$ cat src/rtl/tmpu_pkg.sv
package tmpu_pkg;

  localparam int DEF_MAX_SECTIONS    = 256;
  localparam int DEF_MAX_SLICES      = 256;
  localparam int DEF_SINE_TABLE_BITS = 10;
  localparam int DEF_COORD_BITS      = 16;

  localparam int IDX_W      = 8;
  localparam int CNT_W      = 9;
  localparam int RAD_W      = 15;
  localparam int FIELD_W    = 16;
  localparam int CFG_ADDR_W = 3;
  localparam int CFG_DATA_W = 16;
  localparam int SUM_W      = 34;

  localparam longint unsigned PI_HALF_Q30 = 64'd1686629713;
  localparam int              ONE_Q14     = 16384;

  localparam logic [FIELD_W-1:0] RST_ORIGIN = '0;
  localparam logic [RAD_W-1:0]   RST_MAJOR  = 15'd256;
  localparam logic [RAD_W-1:0]   RST_MINOR  = 15'd64;
  localparam logic [CNT_W-1:0]   RST_COUNT  = 9'd16;

  typedef enum logic [CFG_ADDR_W-1:0] {
    REG_ORIGIN_X,
    REG_ORIGIN_Y,
    REG_ORIGIN_Z,
    REG_MAJOR_RADIUS,
    REG_MINOR_RADIUS,
    REG_SECTION_COUNT,
    REG_SLICE_COUNT
  } cfg_reg_e;

  typedef struct packed {
    logic [FIELD_W-1:0] here;
    logic [FIELD_W-1:0] next_slice;
    logic [FIELD_W-1:0] next_section;
    logic [FIELD_W-1:0] diagonal;
    logic               oor;
  } corner_t;

  // First-quadrant sine entry in Q1.14, evaluated at elaboration.
  function automatic logic [RAD_W-1:0] quarter_sine(input int q, input int table_bits);
    longint unsigned x;
    longint unsigned x2;
    longint unsigned t;
    longint          sum;
    x   = (PI_HALF_Q30 * 64'(q)) >> (table_bits - 2);
    x2  = (x * x) >> 30;
    t   = x;
    sum = longint'(x);
    for (int k = 1; k <= 7; k++) begin
      t = (t * x2) >> 30;
      case (k)
        1: t = t / 6;
        2: t = t / 20;
        3: t = t / 42;
        4: t = t / 72;
        5: t = t / 110;
        6: t = t / 156;
        default: t = t / 210;
      endcase
      if ((k & 1) == 1) sum = sum - longint'(t);
      else              sum = sum + longint'(t);
    end
    if (sum < 0) sum = 0;
    sum = (sum + 32768) >>> 16;
    if (sum > ONE_Q14) sum = ONE_Q14;
    return RAD_W'(sum);
  endfunction

  function automatic logic [FIELD_W-1:0] sat_coord(input logic signed [SUM_W-1:0] v,
                                                   input int coord_bits);
    logic signed [SUM_W-1:0] hi;
    logic signed [SUM_W-1:0] lo;
    logic signed [SUM_W-1:0] r;
    hi = (SUM_W'(1) <<< (coord_bits - 1)) - SUM_W'(1);
    lo = -hi - SUM_W'(1);
    r  = v;
    if (r > hi) r = hi;
    if (r < lo) r = lo;
    return r[FIELD_W-1:0];
  endfunction

endpackage

$ cat src/rtl/tmpu_phase_div.sv
module tmpu_phase_div #(
  parameter int TABLE_BITS = tmpu_pkg::DEF_SINE_TABLE_BITS
) (
  input  logic                       clk,
  input  logic                       en,
  input  logic [tmpu_pkg::IDX_W-1:0] idx,
  input  logic [tmpu_pkg::CNT_W-1:0] count,
  output logic [TABLE_BITS-1:0]      phase
);

  localparam int QB = TABLE_BITS + 1;
  localparam int DW = tmpu_pkg::IDX_W + TABLE_BITS + 2;

  logic [DW-1:0] dividend;
  logic [DW-1:0] rem    [QB];
  logic [QB-1:0] quo    [QB];
  logic [DW-1:0] rem_in [QB];
  logic [QB-1:0] quo_in [QB];

  // round(idx * 2^B / count) == floor((idx * 2^(B+1) + count) / (2 * count))
  assign dividend = DW'({idx, {QB{1'b0}}}) + DW'(count);

  for (genvar s = 0; s < QB; s++) begin : g_bit
    localparam int B = QB - 1 - s;
    logic [DW-1:0] dsh;
    logic          ge;

    if (s == 0) begin : g_first
      assign rem_in[s] = dividend;
      assign quo_in[s] = '0;
    end else begin : g_rest
      assign rem_in[s] = rem[s-1];
      assign quo_in[s] = quo[s-1];
    end

    assign dsh = DW'({count, 1'b0}) << B;
    assign ge  = rem_in[s] >= dsh;

    always_ff @(posedge clk) begin
      if (en) begin
        rem[s] <= ge ? rem_in[s] - dsh : rem_in[s];
        quo[s] <= quo_in[s] | (QB'(ge) << B);
      end
    end
  end

  assign phase = quo[QB-1][TABLE_BITS-1:0];

endmodule

$ cat config.mk
export PLATFORM = sky130hd
export DESIGN_NAME = tmpu_phase_div
export DESIGN_NICKNAME = d
export VERILOG_FILES = /design/src/rtl/tmpu_pkg.sv /design/src/rtl/tmpu_phase_div.sv
export SDC_FILE = /design/constraint.sdc
export NUM_CORES = 1
export LEC_CHECK = 0
export CORE_MARGIN = 2
export CORE_UTILIZATION = 30
export DETAILED_ROUTE_END_ITERATION = 7
export DONT_BUFFER_PORTS = 1
export PLACE_DENSITY_LB_ADDON = 0.12
export RECOVER_POWER = 100
export SYNTH_ARGS = -nofsm -noshare
export SYNTH_HDL_FRONTEND = slang
export SYNTH_SLANG_ARGS = --single-unit
$ cat constraint.sdc
create_clock -name clk -period 4.54 [get_ports clk]
set_input_delay 0.908 -clock clk [delete_from_list [all_inputs] [get_ports clk]]
set_output_delay 0.908 -clock clk [all_outputs]
set_load 0.05 [all_outputs]
; ---- Word-level counts from Yosys, hierarchy flattened
; Memory sizes are Yosys's and may differ from the RTL's.
; Index checks and enable logic that the tools add are counted.
[op_classes]
addsub = 12
magnitude_cmp = 11
mux = 13
bitwise = 10
[op_table]
columns = operator, count
row1 = 20-bit 2-to-1 mux, 11
row2 = 19-bit by 9-bit adder with 20-bit output, 1
row3 = 20-bit by 10-bit >= comparator with 1-bit output, 1
row4 = 20-bit by 11-bit >= comparator with 1-bit output, 1
row5 = 20-bit by 12-bit >= comparator with 1-bit output, 1
row6 = 20-bit by 13-bit >= comparator with 1-bit output, 1
row7 = 20-bit by 14-bit >= comparator with 1-bit output, 1
row8 = 20-bit by 15-bit >= comparator with 1-bit output, 1
row9 = 20-bit by 16-bit >= comparator with 1-bit output, 1
row10 = 20-bit by 17-bit >= comparator with 1-bit output, 1
row11 = 20-bit by 18-bit >= comparator with 1-bit output, 1
row12 = 20-bit by 19-bit >= comparator with 1-bit output, 1
row13 = 20-bit >= comparator, 1
row14 = 20-bit by 10-bit subtractor with 20-bit output, 1
row15 = 20-bit by 11-bit subtractor with 20-bit output, 1
row16 = 20-bit by 12-bit subtractor with 20-bit output, 1
row17 = 20-bit by 13-bit subtractor with 20-bit output, 1
row18 = 20-bit by 14-bit subtractor with 20-bit output, 1
row19 = 20-bit by 15-bit subtractor with 20-bit output, 1
row20 = 20-bit by 16-bit subtractor with 20-bit output, 1
row21 = 20-bit by 17-bit subtractor with 20-bit output, 1
row22 = 20-bit by 18-bit subtractor with 20-bit output, 1
row23 = 20-bit by 19-bit subtractor with 20-bit output, 1
row24 = 20-bit subtractor, 1
row25 = 11 further kinds, 12
[totals]
regBits = 0
ram_bits = 341
output_inout_bits = 10
wordCells = 48
n_memories = 2
[memory_table]
columns = name, depth, word_bits, rd, rd_clocked_by_memory_dff, write_ports, line
row1 = rem, 11, 20, 10, 0, 11, tmpu_phase_div.sv:15  ; logic [DW-1:0] rem [QB];
row2 = quo, 11, 11, 11, 0, 11, tmpu_phase_div.sv:16  ; logic [QB-1:0] quo [QB];

; ---- Logic depth before layout (Yosys ltp)
; Gate-level depths: netlist of run 1.
[depth]
word_depth = 3
mapped_depth = 11
ltp_nobuf = 10

; ---- Worst setup path after synthesis of run 1
; Ideal clock, no wire load.
[synth_timing]
kind = input -> register
start = input count[1] in the netlist's numbering
end = memory rem[7][8] in the netlist's numbering, data pin
t_arrival_ns = 2.976
required_ns = 4.280
setup_slack_ns = 1.304
stages = 8
n_path_buf = 1
path_cell_list = inv_1 -> ha_1 -> and4_1 -> and4_1 -> or4_4 -> a21oi_2 -> buf_6 -> mux2_2
[synth_rtl]
columns = element, line
row1 = from (decl), tmpu_phase_div.sv:7  ; input logic [tmpu_pkg::CNT_W-1:0] count,
row2 = to (decl), tmpu_phase_div.sv:15

==> results of run 1 <==
==> cells in the mapped netlist, drive strengths merged (6+ instances only) <==
cell type / instances
and2: 7
nor2: 102
nand4: 9
nor4: 19
or4: 10
nor2b: 20
a21oi: 93
nand2b: 16
o31a: 9
nand3: 10
xor2: 42
nor3: 28
o31ai: 7
edfxtp: 252
fa: 10
nand2: 48
clkbuf: 6
inv: 41
o21a: 20
ha: 96
and3: 6
o21ai: 47
or2: 6
a31oi: 6
a211oi: 9
nor4b: 10
a21o: 18
buf: 8
mux2: 39
xnor2: 45
or3: 11
==> cell families (layout without fill, tap and decap cells) <==
| family | Yosys count | in the layout | share of synthesized area (%) |
|---|---|---|---|
| buffers and inverters | 55 | 108 | 1.71 |
| flip-flops | 252 | 252 | 55.0 |
| multiplexers | 43 | 43 | 3.51 |
| adder cells (fa/ha/maj) | 106 | 106 | 10.2 |
| AND/OR/NAND/NOR | 322 | 322 | 12.3 |
| XOR/XNOR | 87 | 87 | 5.54 |
| AO/OA/AOI/OAI | 254 | 254 | 11.7 |
==> critical path, cell delays in order <==
cell	delay, ps
sky130_fd_sc_hd__inv_1	230
sky130_fd_sc_hd__clkbuf_1	350
sky130_fd_sc_hd__ha_1	330
sky130_fd_sc_hd__nor4b_1	150
sky130_fd_sc_hd__and4_1	180
sky130_fd_sc_hd__or4_1	530
sky130_fd_sc_hd__a21oi_1	560
sky130_fd_sc_hd__clkbuf_1	450
sky130_fd_sc_hd__mux2_2	400
==> area by class of cell <==
cell class / count / area [sq um] / share of cell area, %
inverters: 41 / 154 / 0.993
well taps: 600 / 751 / 4.85
multi-input cells: 812 / 5930 / 38.3
repair buffers: 14 / 83.8 / 0.541
flip-flops and latches: 252 / 7570 / 48.8
clock buffers: 36 / 795 / 5.13
clock inverters: 17 / 208 / 1.34
==> power breakdown <==
group          internal, mW  total (mW)  switching, mW
Combinational          1.16        2.53           1.36
Sequential             3.25        3.62          0.374
Clock                  1.52        2.47          0.953
Total                  5.93        8.62           2.69
==> stage by stage <==
stage	utilization [%]	power (mW)	setup slack [ps]
6_report	34.2	8.62	751
5_1_grt	34.2	9.19	575
4_1_cts	34.3	8.76	1280
3_5_place_dp	32.1	6.21	690
3_3_place_gp	32.1	6.24	796
2_1_floorplan	-	5.51	1300
==> sequential cells by signal, indices dropped and copies added, names as in the netlist <==
name  cells
quo      55
rem     197
==> layer usage <==
| layer | share of wire [%] | vias up | wire [microns] | track usage [%] |
|---|---|---|---|---|
| met5 | 0 | - | 0 | 0 |
| met4 | 2.6 | 0 | 890 | 4.38 |
| met3 | 4.1 | 62 | 1390 | 2.37 |
| met2 | 47 | 162 | 15900 | 24.0 |
| met1 | 46 | 4253 | 15700 | 19.1 |
| li1 | - | 4359 | - | - |
==> path summary, 6_finish.rpt <==
path                     end  slack [ps]
hold reg to reg   quo[10][1]         420
setup reg to reg   rem[7][8]        1160
hold / removal    quo[10][1]         420
setup / recovery   rem[7][8]         750
==> placed cells by master (no fill, tap or decap), types with 7 or more instances in the layout <==
master                      count
sky130_fd_sc_hd__inv_1         41
sky130_fd_sc_hd__o31a_1         9
sky130_fd_sc_hd__o21ai_0       47
sky130_fd_sc_hd__nand2b_1      16
sky130_fd_sc_hd__nor2b_1       20
sky130_fd_sc_hd__edfxtp_1     252
sky130_fd_sc_hd__mux2_2        35
sky130_fd_sc_hd__nand2_1       48
sky130_fd_sc_hd__a211oi_1       9
sky130_fd_sc_hd__o21a_1        20
sky130_fd_sc_hd__nor4b_1       10
sky130_fd_sc_hd__a21oi_1       93
sky130_fd_sc_hd__clkbuf_1      14
sky130_fd_sc_hd__clkbuf_16     31
sky130_fd_sc_hd__nand3_1       10
sky130_fd_sc_hd__fa_1          10
sky130_fd_sc_hd__ha_1          96
sky130_fd_sc_hd__nor4_1        19
sky130_fd_sc_hd__or3_1         11
sky130_fd_sc_hd__or4_1         10
sky130_fd_sc_hd__nor3_1        28
sky130_fd_sc_hd__a21o_1        18
sky130_fd_sc_hd__xor2_1        42
sky130_fd_sc_hd__nor2_1       102
sky130_fd_sc_hd__xnor2_1       45
sky130_fd_sc_hd__nand4_1        9
sky130_fd_sc_hd__o31ai_1        7
==> results by stage, run 1 <==
Run status:
- The run finished with clean final reports.

Synthesis:
- In the synthesized netlist the dominant register cell turns out to be sky130_fd_sc_hd__edfxtp_1.
- Sorting the synthesized cells by area gives the leading types as sky130_fd_sc_hd__edfxtp_1, sky130_fd_sc_hd__ha_1, sky130_fd_sc_hd__a21oi_1, sky130_fd_sc_hd__mux2_2, sky130_fd_sc_hd__xnor2_1.
- The fraction of post-synthesis cell area in the top cell type by area is 55.0%.
- The sequential fraction of the synthesis area is 55.0%.
- The synthesized area divided by synthesized cell count is 12.3 sq um.
- The warning count from the yosys run is 0.
- In the synthesized netlist the async set-or-reset flop fraction comes to 0%.
- The flip-flop and latch count after synthesis is 252.
- The number of cells produced by synthesis is 1,119.
- In this run the cell area of the synthesized design comes to 0.0138 sq mm.
- Counting every net in the synthesized netlist gives 1,244.
- The number of distinct library cells after synthesis is 70.
- The cell type contributing the most total cell area after synthesis is sky130_fd_sc_hd__edfxtp_1.
- In this run, synthesis inferred 252 flip-flops with an integrated enable.

Placement:
- The congestion estimate from routability-driven global placement came to 0.806.
- The placed instance count is 1,719.
- After detailed placement, the total cell area comes to 0.0145 sq mm.
- Once detailed placement completed, the half-perimeter wirelength came to 24,400 microns.
- The count of buffers from port buffering is 0.

CTS:
- The number of hold buffers added after CTS is 0.
- The later-pin clock latency in the skew report is 560 ps.
- The number of H-tree levels is 1.
- The post-cts resize count is 0.
- The tree built by TritonCTS fans out to 252 sinks.
- The tree is rooted in a sky130_fd_sc_hd__clkbuf_16.
- Counting the buffers created by CTS gives 30.
- The maximum clock path buffer count is 3.
- After clock tree synthesis, the clock-pin slew on the worst setup and hold paths is 60 ps.
- The CTS tree is built.
- The count of buffers added by post-CTS timing repair for setup is 0.

Floorplanning:
- The die is 218 microns wide.
- The floorplan step defined a core boundary enclosing 0.0453 sq mm.
- The count of pins on the block boundary is 29.
- The vertical die dimension is 218 microns.
- The effective utilization at floorplan is 30.4%.
- The area of the die is 0.0476 sq mm.
- The floorplan has 78 rows.

Worst setup path:
- The worst setup path is captured at a flip-flop.
- The path type of the worst setup path is input pin to flip-flop.
- The data required time at the worst endpoint is 4850 ps.
- The critical path data arrival time is 4090 ps.
- The launching element type of the critical path is an input pin.
- The logic depth of the worst register-to-register path is 8.
- The top fanout value on the critical path is 12.
- The launch point of the critical path is count[4].
- The source of the worst register-to-register timing path is rem[6][4].

Finish:
- Excluding fillers, the count of instances in the completed layout stands at 1,772.
- The number of antenna diodes in the final layout is 0.
- The number of nets at the end of the flow is 1,276.
- Cells with a size suffix above 1 make up 7.94% of the layout.
- The number of fill cells is 4,499.
- The finished cells cover 0.0155 sq mm.
- The area growth from synthesis to layout is 12.7%.

Timing:
- The hold violation total from the final report is 0.
- Setup total negative slack on the finished layout was measured at 0 ps.
- Setup repair after global routing left no endpoint under its margin.
- The post-route clock period utilization is 83.5%.
- The number of setup violations in the final report is 0.
- Across the routed clock network, the largest skew measured is 12.2 ps.
- The transition time at the pin with the least slew margin is 830 ps.
- The relative slew slack is 44.6%.
- The worst hold margin is 415 ps.
- The total count of max-transition violations in the final report is 0.
- The timing-limited maximum frequency is 264 MHz.
- Counting I/O delays and the setup requirement, the final critical path takes 3790 ps.

GRT:
- The pin count of the biggest net entering global routing is 253.
- The number of global-route vias before repair came to 8,816.
- Global routing used 14.4% of the available tracks across all layers.
- For this run the aggregate overflow at the end of global routing stands at 0.
- The number of antenna violations at the first check in global routing is 0.
- The global-route wire length before repair is 52,200 microns.

Route:
- For this block, the routed nets add up to 33,900 microns of wire.
- The final route contains 8,836 vias.
- In the final routed layout, each cell accounts on average for 19.2 microns.
- The number of optimization iterations in the first detailed-route pass is 5.
- In the routed design, unresolved DRC markers number 0.
- In this run, the number of DRC markers left after iteration 0 of detailed routing was 548.
- The number of vias per cell is 4.99.
- The remaining antenna violation count after routing is 0.

Power:
- The worst ir drop on vdd is 0.288 mV.
- Power spread over the standard cell area amounts to 556 mW/mm^2.
- The static leakage is 5.61 nW.

Hold path:
- The number of cells on the worst hold path is 0.
- The path class of the tightest hold or removal check is flip-flop to flip-flop.
- The beginning of the worst hold path is quo[9][1].

Run:
- The number of max-cap violations is 0.
Note: power is estimated with default switching activity, not from simulation.
==> run 2: changes to the inputs <==
--- a/config.mk
+++ b/config.mk
@@ -5,6 +5,7 @@
 export SDC_FILE = /design/constraint.sdc
 export NUM_CORES = 1
 export LEC_CHECK = 0
+export ABC_AREA = 1
 export CORE_MARGIN = 2
 export CORE_UTILIZATION = 30
 export DETAILED_ROUTE_END_ITERATION = 7
==> constraint.sdc (replaced) <==
create_clock -name clk -period 3.8 [get_ports clk]
set_input_delay 0.76 -clock clk [delete_from_list [all_inputs] [get_ports clk]]
set_output_delay 0.76 -clock clk [all_outputs]
set_load 0.05 [all_outputs]
==> run 2 against run 1 <==
Clock power up 25%. Via count rose by 36%. Die area grew 15%. Synthesized cell count grew 67%. Utilization is 0.68 points lower. Count of clock-buffer cells in the layout grew 6. Sequential share of layout area decreased by 5.9 points. Global-route usage rose by 1.3 points. Critical path type unchanged. Critical endpoint is now rem[0][19].
==> results by stage, run 2 <==
Timing:
- The number of setup violations in the final report is 0 (unchanged).
- The largest clock skew in the final design is 22.2 ps (+9.92 ps).
- Setup repair after global routing left no endpoint under its margin.
- The worst hold margin came to 314 ps (-101 ps).
- The final sum of negative setup slack is 0 ps (unchanged).
- The total count of max-transition violations in the final report is 0 (unchanged).
- The relative slew slack is 21.5% (-23 points).
- The hold violation total from the final report is 0 (unchanged).
- The smallest setup slack after layout is 735 ps (-16.5 ps).
- Subtracting the final worst setup slack from the clock period gives 3070 ps.
- The worst path uses 80.7% of the clock period.
- The transition time at the pin with the least slew margin came to 1180 ps (+347 ps).
- Timing would allow up to 326 MHz.

Worst setup path:
- The data required time at the worst endpoint is 4090 ps (-760 ps).
- Traced cell by cell, the critical path runs through inv_1 -> ha_1 -> inv_1 -> o21ai_0 -> nand2_1 -> nand2_1 -> a21oi_1 -> nand3_1 -> nor2b_1.
- The critical path data arrival time is 3360 ps (-730 ps).
- The path type of the worst setup path is input pin to flip-flop.
- The biggest cell delay along the critical path was 550 ps (about the same).
- The endpoint class of the critical path is a flip-flop.
- The top fanout value on the critical path is 9 (-3).
- For this design, the slowest cell found on the critical path is sky130_fd_sc_hd__inv_1.
- The launching element type of the critical path is an input pin.

Synthesis:
- The warning count from the yosys run is 0 (unchanged).
- The async set or reset register ratio after synthesis is 0% (unchanged).
- Sorting the synthesized cells by area gives the leading types as sky130_fd_sc_hd__edfxtp_1, sky130_fd_sc_hd__nand2_1, sky130_fd_sc_hd__ha_1, sky130_fd_sc_hd__inv_1, sky130_fd_sc_hd__nor2_1.
- The most common cell in the synthesized netlist is sky130_fd_sc_hd__nand2_1.
- The synthesized netlist net count is 1,997 (+61%).
- In the synthesized netlist, the cells that appear most often are sky130_fd_sc_hd__nand2_1, sky130_fd_sc_hd__edfxtp_1, sky130_fd_sc_hd__inv_1, sky130_fd_sc_hd__nor2_1, sky130_fd_sc_hd__nand3_1.
- The primary flip-flop cell chosen by synthesis mapping is sky130_fd_sc_hd__edfxtp_1.
- The synthesized area divided by synthesized cell count was 8.50 sq um (-31%).
- The post-synthesis cell area is 0.0159 sq mm (+16%).
- The number of cells produced by synthesis is 1,872 (+67%).
- The number of distinct library cells after synthesis is 45 (-36%).
- The cell type contributing the most total cell area after synthesis is sky130_fd_sc_hd__edfxtp_1.
- The sequential fraction of the synthesis area came to 47.5% (-7.5 points).
- The flip-flop and latch count after synthesis came to 252 (unchanged).
- The fraction of post-synthesis cell area in the top cell type by area is 47.5% (-7.5 points).
- The number of flops mapped to enable cells by yosys is 252 (unchanged).

CTS:
- The number of hold buffers added after CTS was 0 (unchanged).
- Clock tree synthesis selected as its root buffer the cell sky130_fd_sc_hd__clkbuf_16.
- TritonCTS built the clock tree.
- The number of H-tree levels is 2 (+1).
- The clock-pin slew of the registers on the worst-case setup and hold paths was 60 ps (about the same).
- The total CTS buffers is 34 (+13%).
- The maximum clock path buffer count is 3 (unchanged).
- The later-pin clock latency in the skew report came to 540 ps (-20 ps).
- The post-cts resize count is 0 (unchanged).
- The count of buffers added by post-CTS timing repair for setup was 0 (unchanged).
- The CTS sink count is 252 (unchanged).

Finish:
- In the layout the commonest cells are sky130_fd_sc_hd__nand2_1, sky130_fd_sc_hd__edfxtp_1, sky130_fd_sc_hd__inv_1.
- The layout overhead on the synthesized area is 10.7%.
- The largest register by flop count is rem.
- The fraction of final layout cells sized beyond drive strength 1 is 5.95% (-2.0 points).
- The number of cells in the finished layout apart from fillers came to 2,620 (+48%).
- The number of nets at the end of the flow is 2,033 (+59%).
- The most common cell after layout, fill and taps aside is sky130_fd_sc_hd__nand2_1.
- The number of antenna repair diodes is 0 (unchanged).
- The largest registers in the layout are rem x197, quo x55.
- The final cell utilization of the core is 33.5% (-0.68 points).
- The number of flip-flops under the largest register name is 197 (unchanged).
- The final design instance area without fill came to 0.0176 sq mm (+14%).

Route:
- The initial DRC count was 720 (+31%).
- The DRC violation count after routing was 0 (unchanged).
- The number of vias per cell is 4.58 (-8.1%).
- The total routed wirelength is 41,700 microns (+23%).
- The number of optimization iterations in the first detailed-route pass is 5 (unchanged).
- The wire length per cell came to 15.9 microns (-17%).
- The remaining antenna violation count after routing is 0 (unchanged).
- The vias after detailed routing is 12,000 (+36%).

GRT:
- The global-route wire length before repair is 66,400 microns (+27%).
- The number of global-route vias before repair is 12,000 (+36%).
- The combined global-route utilization of all metal layers is 15.7% (+1.3 points).
- The number of antenna violations at the first check in global routing came to 0 (unchanged).
- The pin count of the biggest net entering global routing is 253 (unchanged).
- The remaining global-route overflow was 0 (unchanged).

Floorplanning:
- The effective utilization at floorplan is 30.3% (-0.076 points).
- The count of pins on the block boundary is 29 (unchanged).
- The placeable core area came to 0.0526 sq mm (+16%).
- The vertical die dimension is 234 microns (+7.5%).
- The area of the die is 0.0549 sq mm (+15%).
- The horizontal die dimension is 234 microns (+7.5%).
- The number of cell rows is 84 (+7.7%).

Placement:
- The estimated wirelength of the detail-placed design was 30,300 microns (+24%).
- The placed instance count came to 2,560 (+49%).
- The post-place setup slack is 563 ps (-127 ps).
- The area after detailed placement is 0.0167 sq mm (+15%).
- The count of buffers from port buffering is 0 (unchanged).
- The final estimated routing congestion in global placement is 0.862 (+6.8%).

Power:
- The ratio of total power to cell area came to 630 mW/mm^2 (+13%).
- The worst ir drop on vdd is 0.292 mV (+1.5%).
- The total power consumption of the routed design was 11.1 mW (+29%).
- The static leakage is 7.78 nW (+39%).

Run:
- The number of max-cap violations came to 0 (unchanged).

Run status:
- The run finished with clean final reports.

Hold path:
- The worst hold path class is input pin to flip-flop.
-- run 2: cell count changes in the layout (fill, tap and decap cells not counted), sizes merged, moves of 14 or more --
cell	before	now
nor2b	20	3
nor4	19	3
nand2	48	666
nand3	10	122
a21o	18	1
nor2	102	177
o21a	20	2
nand4	9	42
mux2	39	0
xnor2	45	20
inv	41	251
nand2b	16	2
-- run 2: cells by family after synthesis --
kind of cell | count (synthesis) | share of synthesized area [%]
AO/OA/AOI/OAI | 139 | 5.18
XOR/XNOR | 53 | 2.92
adder cells (fa/ha/maj) | 106 | 8.80
flip-flops | 252 | 47.5
buffers and inverters | 261 | 6.74
AND/OR/NAND/NOR | 1061 | 28.8
-- run 2: metal layers --
metal | vias to the layer above | GRT usage [%] | share of wire, %
met2 | 188 | 26.3 | 46
li1 | 6238 | - | -
met1 | 5515 | 20.8 | 48
met4 | 0 | 5.07 | 2.6
met5 | - | 0 | 0
met3 | 70 | 2.27 | 3.4
-- run 2: final timing paths --
kind	to	slack (ps)	depth (start not counted)	start
worst min-delay path	rem[0][3]	310	0	count[3]
worst min register to register	quo[10][4]	410	0	quo[9][4]
worst max-delay path	rem[0][19]	730	9	count[6]
worst max register to register	rem[3][19]	1140	8	rem[2][8]
-- run 2: report_power, final --
| group | internal, mW | switching (mW) | leakage, nW |
|---|---|---|---|
| logic | 1.36 | 2.40 | 4.83 |
| clock network | 1.84 | 1.24 | 0.528 |
| registers | 3.84 | 0.432 | 2.42 |
-- run 2: layout make-up --
class | count | area, sq um
Timing Repair Buffer | 11 | 78.8
Tap cell | 688 | 861
Multi-Input combinational cell | 1359 | 7110
Inverter | 250 | 941
Sequential cell | 252 | 7570
Fill cell | 5527 | 34900
Clock inverter | 18 | 123
Clock buffer | 42 | 945
-- run 2: worst max-delay path: cells and delay by family --
family	cells	cell delay, ps
buffers and inverters	2	650
AND/OR/NAND/NOR	4	840
AO/OA/AOI/OAI	2	650
adder cells (fa/ha/maj)	1	430
